===== src/rtl/text_console_writer_assert.svh =====
// Assertion macros shared by the console writer RTL.
// Every user must have clk and rst_n in scope.
`ifndef TEXT_CONSOLE_WRITER_ASSERT_SVH
`define TEXT_CONSOLE_WRITER_ASSERT_SVH

// antecedent implies consequent in the same cycle
`define TCW_ASSERT_SAME(label, ante, cons) \
    label: assert property (@(posedge clk) disable iff (!rst_n) (ante) |-> (cons)) \
        else $error("tcw: same-cycle check failed");

// antecedent implies consequent in the next cycle
`define TCW_ASSERT_NEXT(label, ante, cons) \
    label: assert property (@(posedge clk) disable iff (!rst_n) (ante) |=> (cons)) \
        else $error("tcw: next-cycle check failed");

`endif


===== src/rtl/tcw_pkg.sv =====
// Types and constants of the text console writer.
// No dependencies.
`default_nettype none

package tcw_pkg;

    localparam logic [1:0] OP_PUT_CHAR   = 2'd0;
    localparam logic [1:0] OP_CLEAR      = 2'd1;
    localparam logic [1:0] OP_SET_CURSOR = 2'd2;
    localparam logic [1:0] OP_READ_CELL  = 2'd3;

    localparam logic [7:0] CHAR_NEWLINE = 8'd10;

    // command beat
    typedef struct packed {
        logic [1:0] opcode;
        logic [7:0] char_code;
        logic [3:0] fg_color;
        logic [3:0] bg_color;
        logic [4:0] target_row;
        logic [6:0] target_col;
    } tcw_in_t;

    // response beat
    typedef struct packed {
        logic [4:0] cursor_row;
        logic [6:0] cursor_col;
        logic [7:0] cell_char;
        logic [7:0] cell_attr;
    } tcw_rsp_t;

    // decoded operation handed from front to back
    typedef struct packed {
        logic [1:0] op;
        logic       nl;
        logic [7:0] ch;
        logic [7:0] attr;
        logic [4:0] row;
        logic [6:0] col;
    } tcw_op_t;

    typedef struct packed {
        logic full;
        logic empty;
    } tcw_qstat_t;

endpackage

`default_nettype wire


===== src/rtl/tcw_front.sv =====
// Command front end: accepts beats, clamps targets, builds attributes.
// Depends on tcw_pkg.
`default_nettype none

module tcw_front
    import tcw_pkg::*;
#(
    parameter int COLS = 80,
    parameter int ROWS = 25
) (
    input  wire logic       cmd_valid,
    output logic            cmd_stall,
    input  wire tcw_in_t    cmd,
    input  wire tcw_qstat_t q_stat,
    input  wire logic       init_busy,
    output logic            push,
    output tcw_op_t         push_data
);

    logic [7:0] put_attr;
    logic [7:0] clr_attr;

    assign cmd_stall = q_stat.full || init_busy;
    assign push      = cmd_valid && !cmd_stall;

    assign put_attr = {1'b0, cmd.bg_color[2:0], cmd.fg_color};
    assign clr_attr = {1'b0, cmd.bg_color[2:0], 4'b0000};

    always_comb
    begin
        push_data.op   = cmd.opcode;
        push_data.nl   = (cmd.char_code == CHAR_NEWLINE);
        push_data.ch   = cmd.char_code;
        push_data.attr = (cmd.opcode == OP_CLEAR) ? clr_attr : put_attr;
        // clamped value never exceeds the raw one, so the narrow casts are safe
        push_data.row  = (int'(cmd.target_row) > ROWS - 1) ? 5'(ROWS - 1) : cmd.target_row;
        push_data.col  = (int'(cmd.target_col) > COLS - 1) ? 7'(COLS - 1) : cmd.target_col;
    end

endmodule

`default_nettype wire


===== config.mk =====
export PLATFORM = sky130hd
export DESIGN_NAME = tcw_front
export DESIGN_NICKNAME = d
export VERILOG_FILES = /design/src/rtl/text_console_writer_assert.svh /design/src/rtl/tcw_pkg.sv /design/src/rtl/tcw_front.sv
export SDC_FILE = /design/constraint.sdc
export NUM_CORES = 1
export LEC_CHECK = 0
export BUFFER_PORTS_ARGS = -buffer_cell sky130_fd_sc_hd__buf_2
export CELL_PAD_IN_SITES_DETAIL_PLACEMENT = 0
export CELL_PAD_IN_SITES_GLOBAL_PLACEMENT = 1
export CORE_MARGIN = 1.5
export CORE_UTILIZATION = 10
export DETAILED_ROUTE_END_ITERATION = 6
export PLACE_DENSITY = 0.83
export SLEW_MARGIN = 10
export SYNTH_ARGS = -nofsm -noshare
export SYNTH_HDL_FRONTEND = slang
export SYNTH_SLANG_ARGS = --single-unit

===== constraint.sdc =====
create_clock -name vclk -period 1
set_input_delay 0.1 -clock vclk [all_inputs]
set_output_delay 0.1 -clock vclk [all_outputs]
set_load 0.005 [all_outputs]

# --- Word level (Yosys, flattened, before mapping) ---
# Cells that the tools add are included.
word_totals:
  input_bits: 34
  elab_cells: 10
  output_inout_bits: 33
  regBits: 0
classes:
  reduce_logical: 3
  eq_ne: 2
  order_cmp: 2
  mux: 3
ops:
  columns: ["operator", "count"]
  rows:
  - ["8-bit by 4-bit == test with 1-bit output, second input constant", 1]
  - ["7-bit > comparator, second input constant", 1]
  - ["7-bit 2-to-1 mux", 1]
  - ["5-bit > comparator, second input constant", 1]
  - ["5-bit 2-to-1 mux", 1]
  - ["4-bit 2-to-1 mux", 1]
  - ["2-bit by 1-bit == test with 1-bit output, second input constant", 1]
  - ["1-bit logical AND", 1]
  - ["1-bit zero test", 1]
  - ["1-bit logical OR", 1]

# --- Longest topological paths before layout ---
# Gate-level depths: netlist (run 1).
depth:
  ltp_word: 3
  depth_mapped: 2
  ltp_nobuf: 2

# --- Least setup slack after synthesis (run 1) ---
# Ideal clock, no wire load.
synth_timing:
  kind: "input to output"
  from: "in cmd[25] (netlist name)"
  to: "out push_data[28] (netlist name)"
  path_stages: 2
  path_buffers: 0
  slack_ns: 0.165
  required_time_ns: 0.900
  arrival_ns: 0.735
  path_cell_list: "or4_1 nor2_1"
synth_lines:
  columns: ["element", "line", "text"]
  rows:
  - ["start: declaration", "tcw_front.sv:13", "input wire tcw_in_t cmd,"]
  - ["end: declaration", "tcw_front.sv:17", "output tcw_op_t push_data"]

==> key figures, run 1 <==
Run status
  – Outcome: finished with violations
  – Failing checks: negative setup slack

Floorplan
  – Initial Util: 0.1039
  – Chip Width: around 53 microns
  – Num rows: 18
  – Die Ht: 53.28 microns
  – Die area: 0.002838 sq mm
  – CORE AREA: 0.002432 sq mm
  – IO Count: 67

Place
  – Dpl cells: 111
  – Port bufs: 58
  – Final GP Congestion: 0.7314
  – Area after DPL: between 400 and 500 sq um

STA
  – Fin. Hold Viols: 0
  – Setup Viol. Count Final: 1
  – Achievable Freq: 994.9 MHz
  – Unrepaired setup endpoints after global routing: yes
  – Min cycle time layout: 1.005 ns
  – Fin crit share: 1.005
  – PnR worst setup slack: -0.005167 ns
  – Fin. max-slew vios: 0

Worst setup path
  – Crit path to: push_data[28]
  – Crit. Startpoint: cmd[26]
  – Kind of cell adding the most delay to the critical path: simple AND/OR/NAND/NOR gates
  – Worst setup path category: input pin to output port
  – Critical-path cell list: buf_6, or4_1, nor2_1, buf_2
  – Cell count along the critical path: 4
  – CP peak stage delay: 0.52 ns
  – Worst endpoint required time: 0.90 ns
  – Slowest-stage cell, CP: or4_1
  – Max FO, Critical Path: 2
  – Crit. End Element: output port
  – WP data arrival: 0.91 ns
  – CP Buf/Inv Count: 2
  – Startpoint type of the worst setup path: input pin

Final layout
  – Layout Area Growth over Synthesis: 89.11%
  – Final core utilization: 0.1965
  – Seq cells: 0
  – Final #Nets: between 100 and 150
  – # diodes: 0
  – Layout cells sized above 1: 0.7317
  – Area of the multi-input gates: 132.6 sq um
  – Seq. cell area: 0 sq um
  – Filler cells: 281
  – Design Area, Final: 478.0 sq um
  – Number of clock buffers in the layout: 0
  – Final non-filler cell total: 112

Yosys
  – Synthesis warning total: 0
  – Post-synth top area share: 0.4158
  – Synth unique cells: 13
  – Area contributors post-synth: buf_4, and2_1, nand2b_1
  – Mapped Cells: 40
  – Synth Area per Inst: ~6.3 sq um
  – Top-count cell post-synth: buf_4
  – Sequential fraction of the synthesis area: 0
  – Synth top cells by count: buf_4, and2_1, nand2b_1, clkbuf_1
  – Mapped Area: 252.7 sq um
  – Mapped Nets: 74
  – Cell taking the most area after synthesis: buf_4

Global route
  – Initial antenna violation count: 0
  – Global-route wire length before repair: 903 microns
  – Total congestion overflow: 0
  – Vias in the first global route: 318
  – Total track usage: 0.03977
  – Largest net degree at the start of global routing: 5

Pwr
  – Max IR drop VDD: about 0.092 mV
  – Pleak: between 0.2 and 0.3 nW
  – Final Total Pwr: 0.0001690 W
  – P per Cell Area: roughly 350 mW/mm^2

Drt
  – Vias: between 400 and 500
  – DRT Pass-1 Iters: 1
  – Post-route ant nets: 0
  – Vias per cell: 3.616
  – Routed len/inst: 6.661 microns
  – DRT Wirelength: ~750 microns
  – Initial DRC count: 0
  – DRC violation count after routing: 0

Job
  – Max capacitance violation total: 0

Hold path
  – Worst Hold Class: input pin to output port
  – Worst Hold Depth: 0
[worst min-delay path by stage]
stage / to / from
2_1_floorplan: push_data[4] / cmd[6]
3_3_place_gp: push_data[18] / cmd[14]
3_5_place_dp: push_data[18] / cmd[14]
4_1_cts: push_data[18] / cmd[14]
5_1_grt: push_data[16] / cmd[12]
6_report: push_data[16] / cmd[12]
[cells in the final DEF (no fill, tap or decap), drive strengths merged]
master,count
o21ai,1
or4,1
nand4bb,1
inv,1
nor2,2
nand2b,5
nand2,1
nor2b,2
conb,1
and2,7
or2,1
buf,59
[what timing repair did]
action	4_1_cts	5_1_grt
hold buffers	0	0
cloned	0	0
buffers inserted	1	0
setup endpoints to repair	1	1
endpoints found under the hold margin	0	0
pin swaps	2	0
gates resized for setup	1	0
[routing by layer]
layer  vias to the layer above  global-route usage  part of all wire
met5                         -                   0                 0
met4                         0                   0                 0
met3                         0                   0              0.27
met2                        58              0.1091              0.47
met1                       157             0.02525              0.26
li1                        190                   -                 -
[stage by stage]
step / hold WS (ns) / TNS [ns] / setup slack (ns)
6_report: 0.2000 / -0.005167 / -0.005167
5_1_grt: 0.2000 / -0.03985 / -0.03985
2_1_floorplan: 0.2302 / 0 / 0.1649
3_3_place_gp: 0.2000 / -0.007858 / -0.007858
3_5_place_dp: 0.2000 / -0.02878 / -0.02878
4_1_cts: 0.2000 / -0.006045 / -0.006045
[where the power goes]
| group | internal, W | switching, W | leakage, nW |
|---|---|---|---|
| combinational | 0.000106 | 0.0000630 | 0.294 |
| sequential | 0 | 0 | 0 |
| clock | 0 | 0 | 0 |
| total | 0.000106 | 0.0000630 | 0.294 |
[cell type report]
| cell class | count | share of cell area |
|---|---|---|
| repair buffers | 59 | 0.6361 |
| well taps | 30 | 0.07853 |
| inverters | 1 | 0.007853 |
| multi-input cells | 22 | 0.2775 |
[cells by family after synthesis]
group,count (synthesis),synth area share
compound gates,1,0.01978
simple gates,20,0.4901
other cells,1,0.01484
buf+inv,18,0.4752
No activity file was read; power rests on OpenSTA's default activity.
==> run 2, diff against run 1 <==
--- a/config.mk
+++ b/config.mk
@@ -6,12 +6,11 @@
 export NUM_CORES = 1
 export LEC_CHECK = 0
 export BUFFER_PORTS_ARGS = -buffer_cell sky130_fd_sc_hd__buf_2
-export CELL_PAD_IN_SITES_DETAIL_PLACEMENT = 0
-export CELL_PAD_IN_SITES_GLOBAL_PLACEMENT = 1
-export CORE_MARGIN = 1.5
-export CORE_UTILIZATION = 10
+export CORE_AREA = 2 2 39 41
 export DETAILED_ROUTE_END_ITERATION = 6
-export PLACE_DENSITY = 0.83
+export DIE_AREA = 0 0 41 43
+export PLACE_DENSITY = 0.78
+export RECOVER_POWER = 25
 export SLEW_MARGIN = 10
 export SYNTH_ARGS = -nofsm -noshare
 export SYNTH_HDL_FRONTEND = slang
==> run 2 against run 1 <==
Against the previous run:
- the flow now finishes without violations
- combinational power barely moved
- die area fell by 38%
- core utilization rose by 14 points
- maximum frequency rose by 1.7%
- design area fell by 3.9%
- first-iteration DRC count rose by 3
- final cell count fell by 13%
- global-route usage rose by 4.4 points
- wire length rose by 5.9%
- sequential cell count did not move
- highest routed layer is now met4
==> key figures, run 2 (same netlist as run 1, synthesis figures left out) <==
Global route
  – Vias in the first global route: 330 (+3.8%)
  – Global-route wire length before repair: 1.117 mm (+24%)
  – Total congestion overflow: 0 (unchanged)
  – Total track usage: 0.08392 (+0.04415)
  – Initial antenna violation count: 0 (unchanged)
  – Largest net degree at the start of global routing: 5 (unchanged)

Final layout
  – # diodes: 0 (unchanged)
  – Final core utilization: 0.3318 (+0.1353)
  – Layout cells sized above 1: 0.7284 (-0.003312)
  – Design Area, Final: 459.2 sq um (-3.9%)
  – Seq cells: 0 (unchanged)
  – Final non-filler cell total: 97 (-13%)
  – Filler cells: 161 (-43%)
  – Most common cell after layout, fill and taps aside: buf_2
  – Layout Area Growth over Synthesis: 81.68%
  – Number of clock buffers in the layout: 0 (unchanged)
  – Seq. cell area: 0 sq um (unchanged)
  – Final #Nets: 117 (-0.85%)
  – Commonest cells after routing, fill and taps aside: buf_2, and2_1, nand2b_1
  – Area of the multi-input gates: 132.6 sq um (unchanged)

Floorplan
  – Initial Util: 0.1826 (+0.07873)
  – Die Ht: 43 microns (-19%)
  – IO Count: 67 (unchanged)
  – Num rows: 14 (-4)
  – Chip Width: 41 microns (-23%)
  – Die area: 0.001763 sq mm (-38%)
  – CORE AREA: 0.001384 sq mm (-43%)

Drt
  – Post-route ant nets: 0 (unchanged)
  – Vias: 381 (-5.9%)
  – DRT Pass-1 Iters: 3 (+2)
  – Vias per cell: 3.928 (+8.6%)
  – Initial DRC count: 3 (+3)
  – Routed len/inst: 8.144 microns (+22%)
  – DRC violation count after routing: 0 (unchanged)
  – DRT Wirelength: 790 microns (+5.9%)

STA
  – Unrepaired setup endpoints after global routing: yes
  – Fin. Hold Viols: 0 (unchanged)
  – Fin. max-slew vios: 0 (unchanged)
  – Min cycle time layout: 0.9888 ns (-0.01636 ns)
  – Achievable Freq: 1011 MHz (+1.7%)
  – Setup Viol. Count Final: 0 (-1)
  – Setup TNS: 0 ns (+0.005167 ns)
  – Fin crit share: 0.9888 (-0.01636)

Place
  – Final GP Congestion: 0.7254 (-0.82%)
  – HPWL Detailed: 764.8 microns
  – Dpl cells: 97 (-13%)
  – Area after DPL: 446.7 sq um (-3.8%)
  – Port bufs: 58 (unchanged)

Pwr
  – P per Cell Area: 368.4 mW/mm^2 (+4.2%)
  – Final Total Pwr: 0.0001692 W (+0.12%)
  – Max IR drop VDD: 0.09667 mV (+5.5%)
  – Pleak: 0.2908 nW (-0.91%)

Run status
  – Outcome: finished, final reports clean

Worst setup path
  – WP data arrival: 0.89 ns (-0.02 ns)
  – Worst endpoint required time: 0.90 ns (about the same)
  – Crit. End Element: output port
  – Startpoint type of the worst setup path: input pin
  – Max FO, Critical Path: 2 (unchanged)
  – Worst setup path category: input pin to output port

Clock tree
  – Post-CTS Setup Inserts: 0 (-1)

Hold path
  – Worst Hold Class: input pin to output port

Job
  – Max capacitance violation total: 0 (unchanged)
## run 2: cell types whose count changed in the layout (fill, tap and decap cells not counted)
| cell | previous run | this run |
|---|---|---|
| buf_2 | 57 | 56 |
| o21ai_1 | 0 | 1 |
| buf_6 | 1 | 2 |
| buf_4 | 1 | 0 |
| o21ai_0 | 1 | 0 |
## run 2: path summary, 6_finish.rpt
path,from,end,slack (ns),depth (start not counted)
worst max-delay path,cmd[26],push_data[28],0.01,4
worst min-delay path,cmd[12],push_data[16],0.20,0
## run 2: routing by layer
layer,up-vias,GRT usage,part of all wire
met5,-,0,0
met4,0,0.006667,0.0051
met3,2,0.01571,0.14
met2,34,0.1844,0.58
met1,157,0.06646,0.27
li1,188,-,-
## run 2: power by group
group	switching (W)	internal [W]	leakage (nW)
clock	0	0	0
sequential	0	0	0
combinational	0.0000630	0.000106	0.291
total	0.0000630	0.000106	0.291
## run 2: what timing repair did
action / CTS / global route
hold buffers: 0 / 0
setup endpoints to repair: 1 / 5
gates resized for setup: 1 / 2
pin swaps: 2 / 0
cloned: 0 / 0
## run 2: per-stage QoR
stage,hold WS (ns),setup slack [ns]
after floorplan,0.2302,0.1649
after global placement,0.2000,-0.01394
after detailed placement,0.2000,-0.01775
after CTS,0.2000,0.008347
after global routing,0.2000,-0.02989
final,0.2000,0.01119
## run 2: cell type report
cell class / count / share of cell area
Inverter: 1 / 0.008174
Multi-Input combinational cell: 22 / 0.2888
Timing Repair Buffer: 58 / 0.6594
Tap cell: 16 / 0.04360
## run 2: worst max-delay path: stages
cell and delay, ns:
buf_6 0.09, or4_1 0.50, nor2_1 0.09, buf_2 0.11
