===== src/rtl/text_console_writer_assert.svh =====
// Assertion macros shared by the console writer RTL.
// Every user must have clk and rst_n in scope.
`ifndef TEXT_CONSOLE_WRITER_ASSERT_SVH
`define TEXT_CONSOLE_WRITER_ASSERT_SVH

// antecedent implies consequent in the same cycle
`define TCW_ASSERT_SAME(label, ante, cons) \
    label: assert property (@(posedge clk) disable iff (!rst_n) (ante) |-> (cons)) \
        else $error("tcw: same-cycle check failed");

// antecedent implies consequent in the next cycle
`define TCW_ASSERT_NEXT(label, ante, cons) \
    label: assert property (@(posedge clk) disable iff (!rst_n) (ante) |=> (cons)) \
        else $error("tcw: next-cycle check failed");

`endif


===== src/rtl/tcw_pkg.sv =====
// Types and constants of the text console writer.
// No dependencies.
`default_nettype none

package tcw_pkg;

    localparam logic [1:0] OP_PUT_CHAR   = 2'd0;
    localparam logic [1:0] OP_CLEAR      = 2'd1;
    localparam logic [1:0] OP_SET_CURSOR = 2'd2;
    localparam logic [1:0] OP_READ_CELL  = 2'd3;

    localparam logic [7:0] CHAR_NEWLINE = 8'd10;

    // command beat
    typedef struct packed {
        logic [1:0] opcode;
        logic [7:0] char_code;
        logic [3:0] fg_color;
        logic [3:0] bg_color;
        logic [4:0] target_row;
        logic [6:0] target_col;
    } tcw_in_t;

    // response beat
    typedef struct packed {
        logic [4:0] cursor_row;
        logic [6:0] cursor_col;
        logic [7:0] cell_char;
        logic [7:0] cell_attr;
    } tcw_rsp_t;

    // decoded operation handed from front to back
    typedef struct packed {
        logic [1:0] op;
        logic       nl;
        logic [7:0] ch;
        logic [7:0] attr;
        logic [4:0] row;
        logic [6:0] col;
    } tcw_op_t;

    typedef struct packed {
        logic full;
        logic empty;
    } tcw_qstat_t;

endpackage

`default_nettype wire


===== src/rtl/tcw_queue.sv =====
// Two-entry queue of decoded operations between front and back.
// Depends on tcw_pkg and text_console_writer_assert.svh.
`default_nettype none
`include "text_console_writer_assert.svh"

module tcw_queue
    import tcw_pkg::*;
(
    input  wire logic    clk,
    input  wire logic    rst_n,
    input  wire logic    push,
    input  wire tcw_op_t push_data,
    input  wire logic    pop,
    output tcw_op_t      head,
    output tcw_qstat_t   q_stat
);

    tcw_op_t    entry_reg [2];
    logic       wr_ptr_reg, wr_ptr_next;
    logic       rd_ptr_reg, rd_ptr_next;
    logic [1:0] count_reg, count_next;

    always_comb
    begin
        wr_ptr_next = push ? !wr_ptr_reg : wr_ptr_reg;
        rd_ptr_next = pop ? !rd_ptr_reg : rd_ptr_reg;
        count_next  = count_reg;
        if (push && !pop)
        begin
            count_next = count_reg + 2'd1;
        end
        else if (pop && !push)
        begin
            count_next = count_reg - 2'd1;
        end
    end

    always_ff @(posedge clk or negedge rst_n)
    begin
        if (!rst_n)
        begin
            wr_ptr_reg <= 1'b0;
            rd_ptr_reg <= 1'b0;
            count_reg  <= 2'd0;
        end
        else
        begin
            wr_ptr_reg <= wr_ptr_next;
            rd_ptr_reg <= rd_ptr_next;
            count_reg  <= count_next;
        end
    end

    always_ff @(posedge clk)
    begin
        if (push)
        begin
            entry_reg[wr_ptr_reg] <= push_data;
        end
    end

    assign head         = entry_reg[rd_ptr_reg];
    assign q_stat.full  = (count_reg == 2'd2);
    assign q_stat.empty = (count_reg == 2'd0);

    `TCW_ASSERT_SAME(a_no_push_full, push, !q_stat.full)
    `TCW_ASSERT_SAME(a_no_pop_empty, pop, !q_stat.empty)

endmodule

`default_nettype wire


===== config.mk =====
export PLATFORM = sky130hd
export DESIGN_NAME = tcw_queue
export DESIGN_NICKNAME = d
export VERILOG_FILES = /design/src/rtl/tcw_pkg.sv /design/src/rtl/tcw_queue.sv
export VERILOG_INCLUDE_DIRS = /design/src /design/src/rtl
export SDC_FILE = /design/constraint.sdc
export NUM_CORES = 1
export LEC_CHECK = 0
export ABC_AREA = 1
export BUFFER_PORTS_ARGS = -buffer_cell sky130_fd_sc_hd__clkbuf_2
export CORE_MARGIN = 2
export CORE_UTILIZATION = 40
export DETAILED_ROUTE_END_ITERATION = 12
export GPL_ROUTABILITY_DRIVEN = 1
export PLACE_DENSITY = 0.72
export SETUP_SLACK_MARGIN = 0.02
export SLEW_MARGIN = 20
export SYNTH_ARGS = -nofsm -noshare
export SYNTH_HDL_FRONTEND = slang
export SYNTH_SLANG_ARGS = --single-unit

===== constraint.sdc =====
create_clock -name clk -period 2.5 [get_ports clk]
set_clock_uncertainty 0.05 [all_clocks]
set_input_delay 0.125 -clock clk [delete_from_list [all_inputs] [get_ports clk]]
set_output_delay 0.125 -clock clk [all_outputs]
set_load 0.02 [all_outputs]

# Yosys cells after proc, flatten, opt, wreduce, memory -nomap -nowiden
# Memory sizes are Yosys's and may differ from the RTL's.
# Cells that the tools add are included.
# classes
add_sub_neg	2
eq_ne	1
muxes	4
reduce_logical	8
# ops
operator	count
zero test 1 bit	4
2-to-1 mux 2 bit	2
adder 2 x 1 -> 2 bit (second input constant)	1
equality test 2 bit (second input constant)	1
logical AND 1 bit	2
zero test 2 bit	1
2-to-1 mux 1 bit	2
nonzero test 2 bit	1
subtractor 2 x 1 -> 2 bit (second input constant)	1
# word_totals
ff_bits	4
mem_bits_rw	62
inputBits	35
word_cells	19
n_memories	1
# memory_table
name	depth	word_bits	rd	rd_clocked_by_memory_dff	wr	line	rtl
entry_reg	2	31	1	0	1	tcw_queue.sv:18	tcw_op_t entry_reg [2];

# Logic depth before layout (Yosys ltp)
# Gate-level depths: netlist of run 1.
# depth
word_depth	4
depth_mapped	7
ltp_nobuf	7

# Worst setup path after synthesis of run 1
# OpenSTA, ideal clock, no wires.
# synth_timing
kind	reg-to-reg
startpoint	register wr_ptr_reg
endpoint	memory entry_reg[0][0] in the netlist's numbering (enable)
setup_time_ns	0.420
arrival_time_ns	1.724
required_time_ns	2.030
setup_slack_ns	0.307
path_stages_with_launch	2
path_buffers	0
path_cell_list	dfrtp_1 -> nor2_1
# synth_rtl
element	line	rtl
from (decl)	tcw_queue.sv:19	logic wr_ptr_reg, wr_ptr_next;
from (signal assigned)	tcw_queue.sv:48	wr_ptr_reg <= wr_ptr_next;
to (decl)	tcw_queue.sv:18	
# Straight into the memory's write port.

==> results of run 1 <==
[stage by stage]
stage                     hold slack (ns)  instance area, sq um  util, %  std cells
final                              0.0968                  3500     55.5        316
after global routing               0.0926                  3500     55.5        316
after CTS                          0.0770                  3500     55.5        316
after detailed placement           -0.111                  3010     47.7        266
after global placement             -0.114                  3010     47.7        266
after floorplan                    -0.221                  2600        -        122
[synth_stat cells]
cell type,n
edfxtp_1,62
mux2_4,29
inv_1,7
nand2_1,5
dfrtp_1,4
buf_12,3
nor2_1,3
mux2_2,2
xor2_1,2
buf_6,1
ha_1,1
nand3_1,1
nand4_1,1
xnor2_1,1
[worst paths after layout]
kind | from | end | slack, ns | cells past startpoint
setup / recovery | rd_ptr_reg | head[6] | 0.56 | 3
hold / removal | rst_n | count_reg[0] | 0.1 | 2
max in group asynchronous | rst_n | rd_ptr_reg | 2.16 | 2
setup reg to reg | wr_ptr_reg | entry_reg[0][1] | 1.04 | 2
hold reg to reg | wr_ptr_reg | wr_ptr_reg | 0.51 | 1
min in group clk | push_data[24] | entry_reg[0][24] | 0.48 | 2
[power by group]
| group | leakage, nW | switching, mW | internal (mW) |
|---|---|---|---|
| logic | 0.770 | 0.670 | 0.626 |
| clock network | 0.0796 | 0.353 | 0.347 |
| registers | 0.628 | 0.152 | 1.47 |
[critical path: stages (launching register included)]
cell and delay (ns):
dfrtp_2 0.72, buf_12 0.25, mux2_4 0.32, clkbuf_2 0.16
[repair_timing]
action,in CTS,in global routing
buffers inserted,0,0
hold endpoints to repair,68,0
hold buffers,34,0
[layout make-up]
| type | instances | area [sq um] |
|---|---|---|
| clock buffers | 11 | 131 |
| clock inverters | 5 | 21.3 |
| fillers | 542 | 2810 |
| inverters | 7 | 26.3 |
| multi-input cells | 45 | 546 |
| flip-flops and latches | 66 | 1960 |
| well taps | 77 | 96.3 |
| repair buffers | 105 | 718 |
[kinds of logic (layout without fill, tap and decap cells)]
| group | after synthesis | count (layout) | synth area share (%) |
|---|---|---|---|
| DFF | 66 | 66 | 75.5 |
| muxes | 31 | 31 | 17.6 |
| xor gates and xnor gates | 3 | 3 | 1.01 |
| adders and majority gates | 1 | 1 | 0.482 |
| buffers and inverters | 11 | 128 | 3.76 |
| and+or+nand+nor | 10 | 10 | 1.59 |
[layer usage]
layer	vias to the layer above	global-route usage, %
met5	-	0
met2	45	21.5
met1	655	15.4
met4	0	6.49
li1	682	-
met3	6	3.54
==> impl_metrics.py, run 1 <==
metrics = {
    "timing": {
        "layout_setup_ws_ns": 0.561,
        "drv_slew": 0,
        "setup-tns-final_ns": 0,
        "fin_crit_ns": 1.94,
        "rsz0062_at_grt": "false",
        "relSlewSlack_pct": 63.4,
        "hold_violations": 0,
        "setup_viol": 0,
        "finalCritPeriodShare_pct": 77.6,
        "fmax_mhz": 516,
        "worst_slew_pin_slew_ns": 0.549,
    },
    "cts": {
        "insertion_delay_ns": 0.31,
        "cts_made_buffers": 9,
        "cts_resized": 0,
        "cts_root_buf": "clkbuf_8",
        "clk_path_buf_depth": 2,
        "cts_tree": "built",
        "cts.htree.levels": 3,
        "clock-sinks": 66,
        "clkTransAtPathRegs_ns": 0.06,
    },
    "die": {
        "die_area_sq_um": 7150,
        "core_area_sq_um": 6310,
        "die_w_um": 84.6,
        "die_h_um": 84.6,
        "rows": 29,
        "initial_core_util_pct": 41.1,
        "ios": 68,
    },
    "yosys": {
        "syn_avg_cell_area_sq_um": 21.3,
        "synth-warning-count": 0,
        "syn_area_sq_um": 2600,
        "synth_cell_types": 14,
        "syn-instance-count": 122,
        "yosysTopAreaCellShare_pct": 71.7,
        "ys_seq_area_share_pct": 75.5,
        "synth_seq_cells": 66,
        "netlist_top_cells_area": "edfxtp_1 (72%), mux2_4 (17%), dfrtp_1 (3.9%)",
        "postSynthNetCount": 158,
        "yosys.area.top_type": "edfxtp_1",
    },
    "worst_setup_path": {
        "path_max_fanout": 17,
        "startpoint_type": "flop",
        "crit_type": "flop to output port",
        "endpoint_kind": "output port",
        "critPathRequiredTime_ns": 2.33,
        "arrival_ns": 1.76,
    },
    "power": {
        "p_leak_nw": 1.48,
        "ir_drop_uv": 591,
        "total_power_mw": 3.62,
        "p_per_area_nw_per_um2": 1030,
    },
    "finish": {
        "finalNetCount": 270,
        "final_common_cell": "clkbuf_2",
        "n_antenna_cell": 0,
        "area.growth.synth_to_final_pct": 34.8,
        "largest_register_ffs": 62,
        "drive_gt1_share_pct": 48.1,
        "layout_common_cells": "clkbuf_2 (67), edfxtp_1 (62), dlygate4sd3_1 (34)",
    },
    "global_routing": {
        "grt_max_degree": 25,
        "grt_pass1_wl_um": 6920,
        "grt.overflow.total": 0,
        "antenna_found_initial": 0,
        "grt_pass1_vias": 1446,
        "grtUsageTotal_pct": 12.9,
    },
    "drt": {
        "met3_length_um": 218,
        "met2WireLength_um": 2240,
        "vias_per_cell": 4.39,
        "postRouteWirelength_um": 4410,
        "wl_met1_um": 1890,
        "drtIter0Drc": 41,
        "ant_nets": 0,
        "dr.pass1.iters": 4,
        "highest_layer": "met4",
        "wl_per_cell_um": 13.9,
        "drc": 0,
        "route.vias.total": 1388,
    },
    "worst_hold_path": {
        "hp-class": "primary input to asynchronous set/reset pin",
    },
    "placement": {
        "place_ws_ns": 0.873,
        "portBuffers": 67,
        "post-dp-hpwl_um": 2960,
        "gp_congestion": 0.686,
    },
    "flow_run": {
        "cap_viol_max_count": 0,
    },
    "run_status": {
        "outcome": "completed",
    },
}
No activity file was read; power rests on OpenSTA's default activity.
==> run 2: changes to the inputs <==
Clock period 2.5 ns to 1.9 ns, I/O delays scaled along.
==> run 2 against run 1 <==
Against the previous run:
- highest routed layer unchanged
- critical path depth is the same
- global-route usage shrank 0.31 points
- critical path type unchanged
- clock-buffer cell count shrank 2
- setup slack lost 0.45 ns
- clock power grew 75%
- non-clock buffer count grew 1
==> impl_metrics.py, run 2 (synthesis results as in run 1) <==
metrics = {
    "timing": {
        "hold_violations": 0,
        "setup-tns-final_ns": 0,
        "rsz0062_at_grt": "false",
        "relSlewSlack_pct": 73.3,
        "fmax_mhz": 559,
        "finalCritPeriodShare_pct": 94.2,
        "fin_crit_ns": 1.79,
        "setup_viol": 0,
        "worst_slew_pin_slew_ns": 0.400,
        "drv_slew": 0,
    },
    "finish": {
        "n_antenna_cell": 0,
        "finalNetCount": 271,
        "largest_register_ffs": 62,
        "final_common_cell": "clkbuf_2",
        "final_util_pct": 56.6,
        "final.fill_count": 520,
        "regArea_sq_um": 1960,
        "drive_gt1_share_pct": 50.2,
        "area.growth.synth_to_final_pct": 37.7,
        "fin_area_sq_um": 3580,
        "multi_input_area_sq_um": 546,
        "layout_common_cells": "clkbuf_2 (67), edfxtp_1 (62), dlygate4sd3_1 (34)",
    },
    "global_routing": {
        "grt.overflow.total": 0,
        "grt_pass1_wl_um": 6710,
        "grt_max_degree": 25,
        "antenna_found_initial": 0,
        "grtUsageTotal_pct": 12.6,
        "grt_pass1_vias": 1409,
    },
    "drt": {
        "route.vias.total": 1408,
        "wl_per_cell_um": 14.0,
        "drc": 0,
        "postRouteWirelength_um": 4410,
        "ant_nets": 0,
        "drtIter0Drc": 90,
        "vias_per_cell": 4.46,
        "dr.pass1.iters": 4,
    },
    "run_status": {
        "outcome": "completed",
    },
    "placement": {
        "place_area_sq_um": 3030,
        "gp_congestion": 0.679,
        "post-dp-hpwl_um": 2870,
        "portBuffers": 67,
    },
    "die": {
        "initial_core_util_pct": 41.1,
        "die_area_sq_um": 7150,
        "core_area_sq_um": 6310,
        "rows": 29,
        "die_w_um": 84.6,
        "die_h_um": 84.6,
        "ios": 68,
    },
    "worst_setup_path": {
        "crit_type": "flop to output port",
        "critPathRequiredTime_ns": 1.75,
        "reg2reg_depth": 3,
        "r2r_setup_slack_ns": 0.50,
        "endpoint_kind": "output port",
        "arrival_ns": 1.65,
        "startpoint_type": "flop",
        "path_max_fanout": 12,
    },
    "cts": {
        "cts_root_buf": "clkbuf_8",
        "cts.htree.levels": 3,
        "cts_tree": "built",
        "insertion_delay_ns": 0.32,
        "cts_made_buffers": 9,
        "clock-sinks": 66,
        "clkTransAtPathRegs_ns": 0.07,
        "clk_path_buf_depth": 2,
    },
    "power": {
        "ir_drop_uv": 862,
        "p_leak_nw": 1.51,
        "p_per_area_nw_per_um2": 1420,
    },
    "flow_run": {
        "cap_viol_max_count": 0,
    },
    "worst_hold_path": {
        "hp-class": "primary input to asynchronous set/reset pin",
    },
}
[run 2: layer usage]
layer	track usage (%)	part of all wire [%]
met2	21.6	52
met4	6.93	1.7
met3	2.85	4.7
met1	14.6	41
met5	0	0
[run 2: through the flow]
| stage | cells | power (mW) | hold WS (ns) | worst slack [ns] |
|---|---|---|---|---|
| floorplan | 122 | 3.46 | -0.251 | 0.212 |
| global placement | 267 | 3.84 | -0.141 | 0.447 |
| detailed placement | 267 | 3.87 | -0.138 | 0.431 |
| CTS | 316 | 5.15 | 0.0393 | 0.0722 |
| global route | 316 | 5.32 | 0.0782 | 0.0200 |
| finish | 316 | 5.08 | 0.0628 | 0.110 |
[run 2: area by class of cell]
type / instances / share of cell area (%)
multi-input combinational: 45 / 15.3
sequential: 66 / 54.9
clock buffer: 9 / 3.46
tap: 77 / 2.69
clock inverter: 6 / 2.31
timing repair buffer: 106 / 20.6
inverter: 7 / 0.735
[run 2: what timing repair did]
item,4_1_cts,5_1_grt
hold buffers,34,0
resized for setup,0,0
hold endpoints to repair,68,0
setup buffers,0,0
[run 2: worst paths after layout]
path | end | startpoint
worst max-delay path | head[26] | rd_ptr_reg
worst min-delay path | count_reg[0] | rst_n
worst max register to register | entry_reg[1][3] | wr_ptr_reg
worst min register to register | count_reg[1] | count_reg[1]
max in group asynchronous | rd_ptr_reg | rst_n
min in group clk | entry_reg[1][22] | push_data[22]
[run 2: critical path, cell delays in order, from the launching register on]
cell and delay (ns):
dfrtp_2 0.61, buf_4 0.23, mux2_2 0.33, clkbuf_2 0.16
[run 2: power breakdown]
group	leakage [nW]	internal, mW	switching [mW]
Clock	0.105	0.724	0.495
Combinational	0.778	0.850	0.907
Sequential	0.628	1.94	0.164
Total	1.51	3.51	1.57
